--- config.mk ---
export PLATFORM = sky130hd
export DESIGN_NAME = x86_shift_rotate_unit_top
export DESIGN_NICKNAME = d
export VERILOG_FILES = /design/src/sv/srot_pkg.sv /design/src/sv/srot_prep.sv /design/src/sv/srot_fmt.sv /design/src/sv/srot_flow.sv /design/src/sv/x86_shift_rotate_unit_top.sv
export VERILOG_INCLUDE_DIRS = /design/src /design/src/sv
export SDC_FILE = /design/constraint.sdc
export NUM_CORES = 1
export LEC_CHECK = 0
export ABC_AREA = 1
export ABC_CLOCK_PERIOD_IN_PS = 4410
export BUFFER_PORTS_ARGS = -buffer_cell sky130_fd_sc_hd__buf_2
export CAP_MARGIN = 0
export CORE_UTILIZATION = 55
export CTS_CLUSTER_DIAMETER = 100
export CTS_CLUSTER_SIZE = 30
export DETAILED_ROUTE_END_ITERATION = 7
export PLACE_DENSITY_LB_ADDON = 0.25
export SLEW_MARGIN = 20
export SYNTH_ARGS = -nofsm -noshare
export SYNTH_HDL_FRONTEND = slang
export SYNTH_SLANG_ARGS = --single-unit
--- constraint.sdc ---
create_clock -name clk_i -period 4.41 [get_ports clk_i]
set_clock_uncertainty 0.05 [all_clocks]
set_input_delay 0.2205 -clock clk_i [delete_from_list [all_inputs] [get_ports clk_i]]
set_output_delay 0.2205 -clock clk_i [all_outputs]
set_load 0.02 [all_outputs]
--- src/sv/assert_macros.svh ---
// Assertion macros shared by the shift/rotate unit RTL.
// Clock and reset are taken as clk_i and rst_ni of the including module.
`ifndef ASSERT_MACROS_SVH
`define ASSERT_MACROS_SVH

// Property checked on every clock edge outside reset.
`define SRT_ASSERT(lbl, prop, msg) \
  lbl: assert property (@(posedge clk_i) disable iff (!rst_ni) prop) \
    else $error(msg);

// Antecedent in one cycle implies consequent in the next.
`define SRT_ASSERT_NEXT(lbl, ante, cons, msg) \
  lbl: assert property (@(posedge clk_i) disable iff (!rst_ni) (ante) |=> (cons)) \
    else $error(msg);

`endif

--- src/sv/srot_pkg.sv ---
// Shared types, constants and helpers for the x86 shift/rotate unit.
// No dependencies; used by every module of the block.
package srot_pkg;

  localparam int unsigned ACTION_W   = 3;
  localparam int unsigned VALUE_W    = 32;
  localparam int unsigned COUNT_W    = 5;
  localparam int unsigned DW         = 65;  // funnel word width
  localparam int unsigned CW         = 40;  // width kept after coarse shift
  localparam int unsigned YW         = 33;  // width kept after fine shift
  localparam int unsigned AMT_W      = 6;   // right shift amount, 0..32
  localparam int unsigned NUM_STAGES = 4;

  typedef enum logic [ACTION_W-1:0] {
    ACT_ROL  = 3'd0,
    ACT_ROR  = 3'd1,
    ACT_RCL  = 3'd2,
    ACT_RCR  = 3'd3,
    ACT_SHL  = 3'd4,
    ACT_SHR  = 3'd5,
    ACT_SAR  = 3'd6,
    ACT_PASS = 3'd7
  } action_e;

  // where the new carry comes from after the funnel shift
  typedef enum logic [1:0] {
    CSEL_CIN = 2'd0,
    CSEL_TOP = 2'd1,
    CSEL_LOW = 2'd2
  } csel_e;

  typedef struct packed {
    logic  wide;
    logic  shr_align;  // result sits one bit up (shr/sar carry in bit 0)
    csel_e csel;
    logic  cin;
  } ctl_t;

  typedef struct packed {
    ctl_t             ctl;
    logic [DW-1:0]    d;
    logic [AMT_W-1:0] amt;
  } prep_t;

  typedef struct packed {
    logic [NUM_STAGES-1:0] load;
    logic [NUM_STAGES-1:0] valid;
  } flow_t;

  // count modulo 9 for counts 0..31
  function automatic logic [3:0] mod9(input logic [COUNT_W-1:0] n);
    logic [COUNT_W-1:0] r;
    priority if (n >= 5'd27) r = n - 5'd27;
    else if (n >= 5'd18)     r = n - 5'd18;
    else if (n >= 5'd9)      r = n - 5'd9;
    else                     r = n;
    return r[3:0];
  endfunction

endpackage

--- src/sv/srot_prep.sv ---
// Operand setup: builds the funnel word and the right shift amount per operation.
// Combinational; depends on srot_pkg.
module srot_prep (
  input  logic [srot_pkg::ACTION_W-1:0] action_i,
  input  logic                          wide_i,
  input  logic [srot_pkg::VALUE_W-1:0]  value_i,
  input  logic [srot_pkg::COUNT_W-1:0]  count_i,
  input  logic                          carry_in_i,
  output srot_pkg::prep_t               prep_o
);

  logic [srot_pkg::VALUE_W-1:0] v;
  logic [4:0]                   k_rot;
  logic [5:0]                   k_rc;
  logic [5:0]                   m_rot;
  logic [5:0]                   m_rc;
  logic                         sign;
  logic [32:0]                  x33;
  logic [8:0]                   x9;

  always_comb begin
    v     = wide_i ? value_i : {24'd0, value_i[7:0]};
    k_rot = wide_i ? count_i : {2'b00, count_i[2:0]};
    k_rc  = wide_i ? {1'b0, count_i} : {2'b00, srot_pkg::mod9(count_i)};
    m_rot = wide_i ? 6'd32 : 6'd8;
    m_rc  = wide_i ? 6'd33 : 6'd9;
    sign  = wide_i ? value_i[31] : value_i[7];
    x33   = {carry_in_i, v};
    x9    = {carry_in_i, v[7:0]};

    prep_o.ctl.wide      = wide_i;
    prep_o.ctl.shr_align = 1'b0;
    prep_o.ctl.csel      = srot_pkg::CSEL_CIN;
    prep_o.ctl.cin       = carry_in_i;
    prep_o.d             = {33'd0, v};
    prep_o.amt           = '0;

    unique case (srot_pkg::action_e'(action_i))
      srot_pkg::ACT_ROL, srot_pkg::ACT_ROR: begin
        prep_o.d = wide_i ? {v[0], v, v} : {49'd0, v[7:0], v[7:0]};
        if (srot_pkg::action_e'(action_i) == srot_pkg::ACT_ROR) begin
          prep_o.amt = {1'b0, k_rot};
        end else begin
          prep_o.amt = (k_rot == 5'd0) ? 6'd0 : m_rot - {1'b0, k_rot};
        end
      end
      srot_pkg::ACT_RCL, srot_pkg::ACT_RCR: begin
        prep_o.d        = wide_i ? {x33[31:0], x33} : {47'd0, x9, x9};
        prep_o.ctl.csel = srot_pkg::CSEL_TOP;
        if (srot_pkg::action_e'(action_i) == srot_pkg::ACT_RCR) begin
          prep_o.amt = k_rc;
        end else begin
          prep_o.amt = (k_rc == 6'd0) ? 6'd0 : m_rc - k_rc;
        end
      end
      srot_pkg::ACT_SHL: begin
        // left shift done as a right shift of the operand parked above the width
        prep_o.ctl.csel = srot_pkg::CSEL_TOP;
        if (wide_i) begin
          prep_o.d   = {1'b0, v, 32'd0};
          prep_o.amt = 6'd32 - {1'b0, count_i};
        end else if (count_i > 5'd8) begin
          prep_o.d   = '0;
          prep_o.amt = 6'd0;
        end else begin
          prep_o.d   = {49'd0, v[7:0], 8'd0};
          prep_o.amt = 6'd8 - {1'b0, count_i};
        end
      end
      srot_pkg::ACT_SHR: begin
        prep_o.d             = {32'd0, v, carry_in_i};
        prep_o.amt           = {1'b0, count_i};
        prep_o.ctl.csel      = srot_pkg::CSEL_LOW;
        prep_o.ctl.shr_align = 1'b1;
      end
      srot_pkg::ACT_SAR: begin
        prep_o.d             = wide_i ? {{32{sign}}, v, carry_in_i}
                                      : {{56{sign}}, v[7:0], carry_in_i};
        prep_o.amt           = {1'b0, count_i};
        prep_o.ctl.csel      = srot_pkg::CSEL_LOW;
        prep_o.ctl.shr_align = 1'b1;
      end
      srot_pkg::ACT_PASS: begin
        prep_o.d = {33'd0, v};
      end
    endcase
  end

endmodule

--- src/sv/srot_fmt.sv ---
// Result formatting: picks the result window and the carry from the shifted word.
// Combinational; depends on srot_pkg.
module srot_fmt (
  input  srot_pkg::ctl_t               ctl_i,
  input  logic [srot_pkg::YW-1:0]      y_i,
  output logic [srot_pkg::VALUE_W-1:0] result_o,
  output logic                         carry_out_o
);

  logic [srot_pkg::VALUE_W-1:0] raw;

  always_comb begin
    raw      = ctl_i.shr_align ? y_i[32:1] : y_i[31:0];
    result_o = ctl_i.wide ? raw : {24'd0, raw[7:0]};
    unique case (ctl_i.csel)
      srot_pkg::CSEL_CIN: carry_out_o = ctl_i.cin;
      srot_pkg::CSEL_TOP: carry_out_o = ctl_i.wide ? y_i[32] : y_i[8];
      srot_pkg::CSEL_LOW: carry_out_o = y_i[0];
      default:            carry_out_o = ctl_i.cin;
    endcase
  end

endmodule

--- src/sv/srot_flow.sv ---
// Pipeline flow control: per-stage valid bits and load enables with backpressure.
// Depends on srot_pkg.
module srot_flow (
  input  logic            clk_i,
  input  logic            rst_ni,
  input  logic            in_valid_i,
  output logic            in_ready_o,
  input  logic            out_ready_i,
  output logic            out_valid_o,
  output srot_pkg::flow_t flow_o
);

  logic [srot_pkg::NUM_STAGES-1:0] valid_q;
  logic [srot_pkg::NUM_STAGES-1:0] valid_d;
  logic [srot_pkg::NUM_STAGES-1:0] rdy;
  logic [srot_pkg::NUM_STAGES-1:0] vin;

  always_comb begin
    rdy[srot_pkg::NUM_STAGES-1] = !valid_q[srot_pkg::NUM_STAGES-1] || out_ready_i;
    for (int k = srot_pkg::NUM_STAGES - 2; k >= 0; k--) begin
      rdy[k] = !valid_q[k] || rdy[k+1];
    end
    vin = {valid_q[srot_pkg::NUM_STAGES-2:0], in_valid_i};
    for (int k = 0; k < srot_pkg::NUM_STAGES; k++) begin
      valid_d[k]     = rdy[k] ? vin[k] : valid_q[k];
      flow_o.load[k] = rdy[k] && vin[k];
    end
    flow_o.valid = valid_q;
  end

  always_ff @(posedge clk_i or negedge rst_ni) begin
    if (!rst_ni) begin
      valid_q <= '0;
    end else begin
      valid_q <= valid_d;
    end
  end

  assign in_ready_o  = rdy[0];
  assign out_valid_o = valid_q[srot_pkg::NUM_STAGES-1];

endmodule

--- src/sv/x86_shift_rotate_unit_top.sv ---
// Top level of the x86 shift/rotate unit: four-stage funnel shifter pipeline.
// Depends on srot_pkg, srot_prep, srot_fmt, srot_flow and assert_macros.svh.
//
//   channel   direction  handshake                  payload
//   request   in         in_valid_i / in_ready_o    action, wide, value, count, carry_in
//   result    out        out_valid_o / out_ready_i  result, carry_out
//
// One request per cycle while the output is not stalled; each result passes s1, s2, s3 and the result register.
// Stages: operand setup, shift by multiples of 8, shift by 0..7, format/output.
// Reset clears only the stage valid bits; data registers are not reset.
// A stall at the output fills the stages back to front; none is lost or repeated.
`include "assert_macros.svh"

module x86_shift_rotate_unit_top (
  input  logic                          clk_i,
  input  logic                          rst_ni,
  input  logic                          in_valid_i,
  output logic                          in_ready_o,
  input  logic [srot_pkg::ACTION_W-1:0] action_i,
  input  logic                          wide_i,
  input  logic [srot_pkg::VALUE_W-1:0]  value_i,
  input  logic [srot_pkg::COUNT_W-1:0]  count_i,
  input  logic                          carry_in_i,
  output logic                          out_valid_o,
  input  logic                          out_ready_i,
  output logic [srot_pkg::VALUE_W-1:0]  result_o,
  output logic                          carry_out_o
);

  srot_pkg::flow_t                flow;
  srot_pkg::prep_t                prep;
  srot_pkg::prep_t                s1_q;
  srot_pkg::ctl_t                 s2_ctl_q;
  logic [srot_pkg::CW-1:0]        s2_c_q;
  logic [2:0]                     s2_fine_q;
  srot_pkg::ctl_t                 s3_ctl_q;
  logic [srot_pkg::YW-1:0]        s3_y_q;
  logic [srot_pkg::VALUE_W-1:0]   result_d;
  logic                           carry_d;
  logic [srot_pkg::VALUE_W-1:0]   result_q;
  logic                           carry_q;
  logic [srot_pkg::DW-1:0]        coarse;
  logic [srot_pkg::CW-1:0]        fine;

  srot_flow u_flow (
    .clk_i       (clk_i),
    .rst_ni      (rst_ni),
    .in_valid_i  (in_valid_i),
    .in_ready_o  (in_ready_o),
    .out_ready_i (out_ready_i),
    .out_valid_o (out_valid_o),
    .flow_o      (flow)
  );

  srot_prep u_prep (
    .action_i   (action_i),
    .wide_i     (wide_i),
    .value_i    (value_i),
    .count_i    (count_i),
    .carry_in_i (carry_in_i),
    .prep_o     (prep)
  );

  assign coarse = s1_q.d >> {s1_q.amt[5:3], 3'b000};
  assign fine   = s2_c_q >> s2_fine_q;

  srot_fmt u_fmt (
    .ctl_i       (s3_ctl_q),
    .y_i         (s3_y_q),
    .result_o    (result_d),
    .carry_out_o (carry_d)
  );

  always_ff @(posedge clk_i) begin
    if (flow.load[0]) begin
      s1_q <= prep;
    end
    if (flow.load[1]) begin
      s2_ctl_q  <= s1_q.ctl;
      s2_c_q    <= coarse[srot_pkg::CW-1:0];
      s2_fine_q <= s1_q.amt[2:0];
    end
    if (flow.load[2]) begin
      s3_ctl_q <= s2_ctl_q;
      s3_y_q   <= fine[srot_pkg::YW-1:0];
    end
    if (flow.load[3]) begin
      result_q <= result_d;
      carry_q  <= carry_d;
    end
  end

  assign result_o    = result_q;
  assign carry_out_o = carry_q;

  `SRT_ASSERT_NEXT(a_accept_fills_s1, in_valid_i && in_ready_o, flow.valid[0], "request lost at entry")
  `SRT_ASSERT(a_stall_only_when_full, !in_ready_o |-> (&flow.valid), "stall with an empty stage")
  `SRT_ASSERT_NEXT(a_s3_holds_on_stall, out_valid_o && !out_ready_i && flow.valid[2], flow.valid[2] && $stable(s3_y_q), "stage 3 changed under stall")
  `SRT_ASSERT_NEXT(a_drain_empties_out, out_valid_o && out_ready_i && !flow.valid[2], !out_valid_o, "result repeated")

endmodule

After elaboration in Yosys (flattened, before gate mapping)

Index checks and enable logic that the tools add are counted.

Reduce and logical (&&, ||, !) cells: 19
Eq/ne operators: 9
Shift operators: 2
$add $sub $neg: 7
Magnitude comparators: 4
Mux-type cells: 25

Operators with widths:

| cell                                                                             | count |
|---|---|
| 65-bit one-hot mux with 6 select lines                                           | 1 |
| 65-bit 2-to-1 mux                                                                | 2 |
| 70-bit 2-to-1 mux                                                                | 1 |
| 65-bit by 6-bit right shift with 40-bit output                                   | 1 |
| 32-bit 2-to-1 mux                                                                | 2 |
| 40-bit by 3-bit right shift with 33-bit output                                   | 1 |
| 6-bit 2-to-1 mux                                                                 | 6 |
| 33-bit 2-to-1 mux                                                                | 1 |
| 6-bit one-hot mux with 4 select lines                                            | 1 |
| 22-bit 2-to-1 mux                                                                | 1 |
| 3-bit equality test (second input constant)                                      | 4 |
| 4-bit 2-to-1 mux                                                                 | 3 |
| 5-bit >= comparator (second input constant)                                      | 2 |
| 5-bit 2-to-1 mux                                                                 | 2 |
| 4-bit subtractor (second input constant)                                         | 2 |
| 3-bit by 2-bit equality test with 1-bit output (second input constant)           | 2 |
| 6-bit zero test                                                                  | 1 |
| 2-bit OR reduction                                                               | 3 |
| 4-bit by 5-bit subtractor with 6-bit output (first input constant)               | 1 |
| 6-bit by 5-bit subtractor with 6-bit output                                      | 1 |
| 6-bit by 5-bit subtractor with 6-bit output (first input constant)               | 1 |
| 6-bit subtractor                                                                 | 1 |
| 5-bit by 4-bit >= comparator with 1-bit output (second input constant)           | 1 |
| 5-bit by 4-bit greater-than comparator with 1-bit output (second input constant) | 1 |
| 13 further kinds                                                                 | 24 |

Register bits: 199
Word-level logic and storage cells: 90
Output and inout port bits: 35
Input port bits: 46

Logic depth before layout (Yosys ltp)

Word-level depth: 9
Depth in mapped cells: 19
Mapped depth without buffers: 19

By module

From an unflattened synthesis, not the netlist that was laid out.

Cells, all modules: 1419
Area total of the unflattened synthesis: 11718.7 um2

By module, submodules not included:

| module                    | cells each | seq. area each (um2) | area an instance (um2) | times used |
|---|---|---|---|---|
| x86_shift_rotate_unit_top | 858        | 5855.6               | 8757.1                 | 1 |
| srot_prep                 | 420        | 0.0                  | 2214.6                 | 1 |
| srot_fmt                  | 116        | 0.0                  | 555.5                  | 1 |
| srot_flow                 | 25         | 100.1                | 191.4                  | 1 |

Least setup slack after synthesis

Ideal clock, no wire load.

Path kind: register -> register
From: reg u_flow.valid_q[3] (netlist bit)
To: reg s1_q[0] (netlist bit), enable pin
Data arrival time: 4.068 ns
Buffers on the path: 0
Slack: -0.220 ns
Cell stages (with the launch flop): 10
Clock period less this slack: 4.630 ns
Required time: 3.848 ns
Setup time: 0.512 ns
Cell sequence: dfrtp_1 -> inv_1 -> nor2_1 -> inv_1 -> nor2_1 -> inv_1 -> nor2_1 -> inv_1 -> nor2_1 -> nor2_1

RTL lines:

| item                   | RTL line                        | source |
|---|---|---|
| from (decl)            | srot_flow.sv:13                 | `logic [srot_pkg::NUM_STAGES-1:0] valid_q;` |
| from (signal assigned) | srot_flow.sv:35                 | `valid_q <= valid_d;` |
| to (signal assigned)   | x86_shift_rotate_unit_top.sv:76 | `s1_q <= prep;` |
| to (decl)              | x86_shift_rotate_unit_top.sv:32 | `srot_pkg::prep_t s1_q;` |

Worst setup path in the final report

From: reg s2_fine_q[1]
To: reg s3_y_q[13] (netlist bit) (data pin)

Word-level cells in the longest chain between the ends: 1

Ends and longest elaborated chain:

| item                                           | RTL line                        | source |
|---|---|---|
| from (decl)                                    | x86_shift_rotate_unit_top.sv:35 | `logic [2:0] s2_fine_q;` |
| from (signal assigned)                         | x86_shift_rotate_unit_top.sv:81 | `s2_fine_q <= s1_q.amt[2:0];` |
| 40-bit by 3-bit right shift with 33-bit output | x86_shift_rotate_unit_top.sv:65 | `assign fine = s2_c_q >> s2_fine_q;` |
| net fine (one bit)                             | x86_shift_rotate_unit_top.sv:43 | `logic [srot_pkg::CW-1:0] fine;` |
| to (signal assigned)                           | x86_shift_rotate_unit_top.sv:85 | `s3_y_q <= fine[srot_pkg::YW-1:0];` |
| to (decl)                                      | x86_shift_rotate_unit_top.sv:37 | `logic [srot_pkg::YW-1:0] s3_y_q;` |

The timed path passes the listed nets, and every way through them passes these cells.
A chain may end at the register's enable or synchronous reset.

==> results.md <==
- Status: finished clean
- Die H: 146.1 um
- Routed WL: 27900 um
- Critical path endpoint category: flip-flop
- Net Switching: 1.647 mW
- Measured slew at the worst slew-check pin: 1035 ps
- Worst slew margin: 30.60%
- TNS Setup: 0 ps
- PortBufs: 80
- Clk_lat worst skew: 440 ps
- I/O pins: 81
- Net count after synthesis: 1384
- Core Area: 20300 um^2
- Power Density: 430.9 nW/um^2
- # rows: 52
- Synth Warn #: 0
- Clk Tree Root Cell: clkbuf_16
- Fin. max-slew vios: 0
- Finish-stage setup viols: 0
- DRC errors left: 0
- Startpoint types: flip-flop
- Arr. time, crit path: 2800 ps
- Internal: 3.771 mW
- Antenna Cells: 0
- Drt first pass iters: 8
- Async SR Flop Fraction: 2.010%
- DIE WIDTH: 146.1 um
- Reg clk slew, reported paths: 70 ps
- Initial antenna violation count: 0
- Vias in the first global route: 8566
- Most frequent cells in the layout: nand2_1, edfxtp_1, o21ai_0, inv_1, nor2_1
- Post CTS Setup Buffer Count: 0
- Clock tree buffer depth: 2
- Data required time of the worst path: 4520 ps
- Fin crit share: 60.92%
- Hold slack: 15.25 ps
- Peak supply drop: 0.2201 mV
- CP Max Fanout: 39
- Clock network fraction of design power: 30.8%
- Vias: 9601
- Final layout net count: 1415
- Sequential share of power: 47.9%
- # fillers: 1742
- Register area share after synthesis: 52.16%
- Met1 WL: 11460 um
- Initial Util: 56.25%
- Crit Path Class: flip-flop to flip-flop
- Die area: 21340 um^2
- Synth Flop Type: edfxtp_1
- Leakage power figure: 5.301 nW
- Netlist cell types: 46
- H-tree lvl count: 4
- Maximum clock frequency: 372.2 MHz
- CTS tree: yes
- Post-detail-place hpwl: 20610 um
- DR top layer: met4
- Met3 routed WL: 2067 um
- First-pass GRT wire length: 44760 um
- Total grt overflow: 0
- Post-route ant nets: 0
- Most common cell after layout, fill and taps aside: nand2_1
- Area Growth Syn to Fin: 10.13%
- Via-to-Cell Ratio: 5.844
- Gate power share: 21.3%
- Max Cap Violations: 0
- Synthesized cell area: 11420 um^2
- Seq cells post-synth: 199
- Wire per inst: 16.98 um
- Final min period: 2686 ps
- CTS sink cnt: 199
- CTS Buf Count: 17
- DRT iter0 DRCs: 883
- RSZ-0062 raised after global routing: no
- Final hold vios: 0
- Number of enable flip-flop cells after synthesis: 195
- Hold WC Path Type: input pin to flip-flop
- GRT Overall Usage: 26.90%
- Pin count of the biggest net entering global routing: 77
- Average size of a mapped cell: 8.592 um^2
- Routed wl met2: 13320 um
- Sw Ratio: 30.40%
- Post-Syn Instances: 1329
- Share of post-route cells with drive strength above 1: 12.02%
- Placer congestion estimate: 0.9820
-- worst max-delay path: stages, from the launching register on --
cell	delay, ps
edfxtp_1	990
inv_1	740
o21ai_0	480
mux2i_1	140
-- per-stage QoR --
step                power, mW  setup WS, ps  instance area, um^2  std cells  utilization [%]
global placement        3.750          1856                11920       1609            58.72
global route            5.668          1414                12570       1643            61.95
floorplan               3.420          1094                11420       1329                -
finish                  5.418          1724                12570       1643            61.95
CTS                     5.422          1787                12570       1643            61.95
detailed placement      3.767          1799                11920       1609            58.72
-- synth_stat cells, types with 2 or more instances --
cell / n / share of area, %
a21oi_1: 26 / 1.1
a21oi_2: 4 / 0.31
a22oi_1: 3 / 0.20
a31oi_1: 9 / 0.49
a32o_1: 8 / 0.70
buf_1: 9 / 0.30
buf_2: 29 / 1.3
clkbuf_1: 47 / 1.5
clkinv_1: 4 / 0.13
dfrtp_1: 4 / 0.88
edfxtp_1: 195 / 51
ha_1: 9 / 0.99
inv_1: 97 / 3.2
inv_2: 13 / 0.43
mux2i_1: 26 / 2.3
nand2_1: 401 / 13
nand2_2: 7 / 0.38
nand3_1: 68 / 3.0
nand3_2: 2 / 0.18
nand4_1: 7 / 0.38
nor2_1: 90 / 3.0
nor2_2: 5 / 0.27
nor2_4: 2 / 0.20
o2111ai_1: 26 / 2.0
o211ai_1: 21 / 1.4
o21ai_0: 156 / 6.8
o21ai_1: 3 / 0.13
o221ai_1: 13 / 1.0
o22ai_1: 21 / 1.2
o32ai_1: 7 / 0.54
xor2_1: 2 / 0.15
-- area by class of cell --
cell class,count,area [um^2],area share (%)
Clock buffer,17,425.4,3.383
Multi-Input combinational cell,928,4663,37.08
Clock inverter,15,209.0,1.662
Timing Repair Buffer,98,540.5,4.298
Inverter,116,442.9,3.522
Tap cell,270,337.8,2.687
Sequential cell,199,5956,47.36
-- layer usage --
| layer | vias up | track usage, % |
|---|---|---|
| met5 | - | 0 |
| met3 | 72 | 4.219 |
| li1 | 4695 | - |
| met2 | 496 | 44.43 |
| met1 | 4338 | 35.41 |
| met4 | 0 | 11.56 |
-- timing repair --
action                                 in CTS  in global routing
hold buffers                                2                  0
resized for setup                           0                  0
endpoints found under the hold margin       5                  0
-- cells by family (layout without fill, tap and decap cells) --
family,Yosys count,count (layout),synth area share (%)
DFF,199,199,52.16
and+or+nand+nor,586,586,20.83
buffers and inverters,202,246,7.090
AOI/OAI and AO/OA,305,305,16.50
muxes,26,26,2.279
adders and majority gates,9,9,0.9862
xor gates and xnor gates,2,2,0.1534
-- registers in the layout (all words and copies together) (netlist names) --
name,count
s2_c_q,40
s1_q,76
s3_ctl_q,5
s3_y_q,33
result_o,32
s2_fine_q,3
carry_out_o,1
s2_ctl_q,5
u_flow.valid_q,4
-- power groups by stage --
stage | Combinational [mW] | Clock, mW | Sequential (mW)
2_1_floorplan | 0.784 | 0 | 2.64
3_3_place_gp | 1.12 | 0 | 2.63
3_5_place_dp | 1.13 | 0 | 2.63
4_1_cts | 1.14 | 1.68 | 2.60
5_1_grt | 1.29 | 1.75 | 2.62
6_report | 1.15 | 1.67 | 2.59
-- final timing paths --
path	depth (start not counted)	slack [ps]	startpoint	endpoint
setup / recovery	3	1720	s2_fine_q[1]	s3_y_q[13]
hold / removal	4	20	out_ready_i	u_flow.valid_q[3]
setup reg to reg	3	1720	s2_fine_q[1]	s3_y_q[13]
hold reg to reg	0	370	s1_q[0]	s2_fine_q[0]
max in group asynchronous	2	4130	rst_ni	u_flow.valid_q[1]
min in group asynchronous	2	60	rst_ni	u_flow.valid_q[3]
Power figures use the tool's default switching activity.
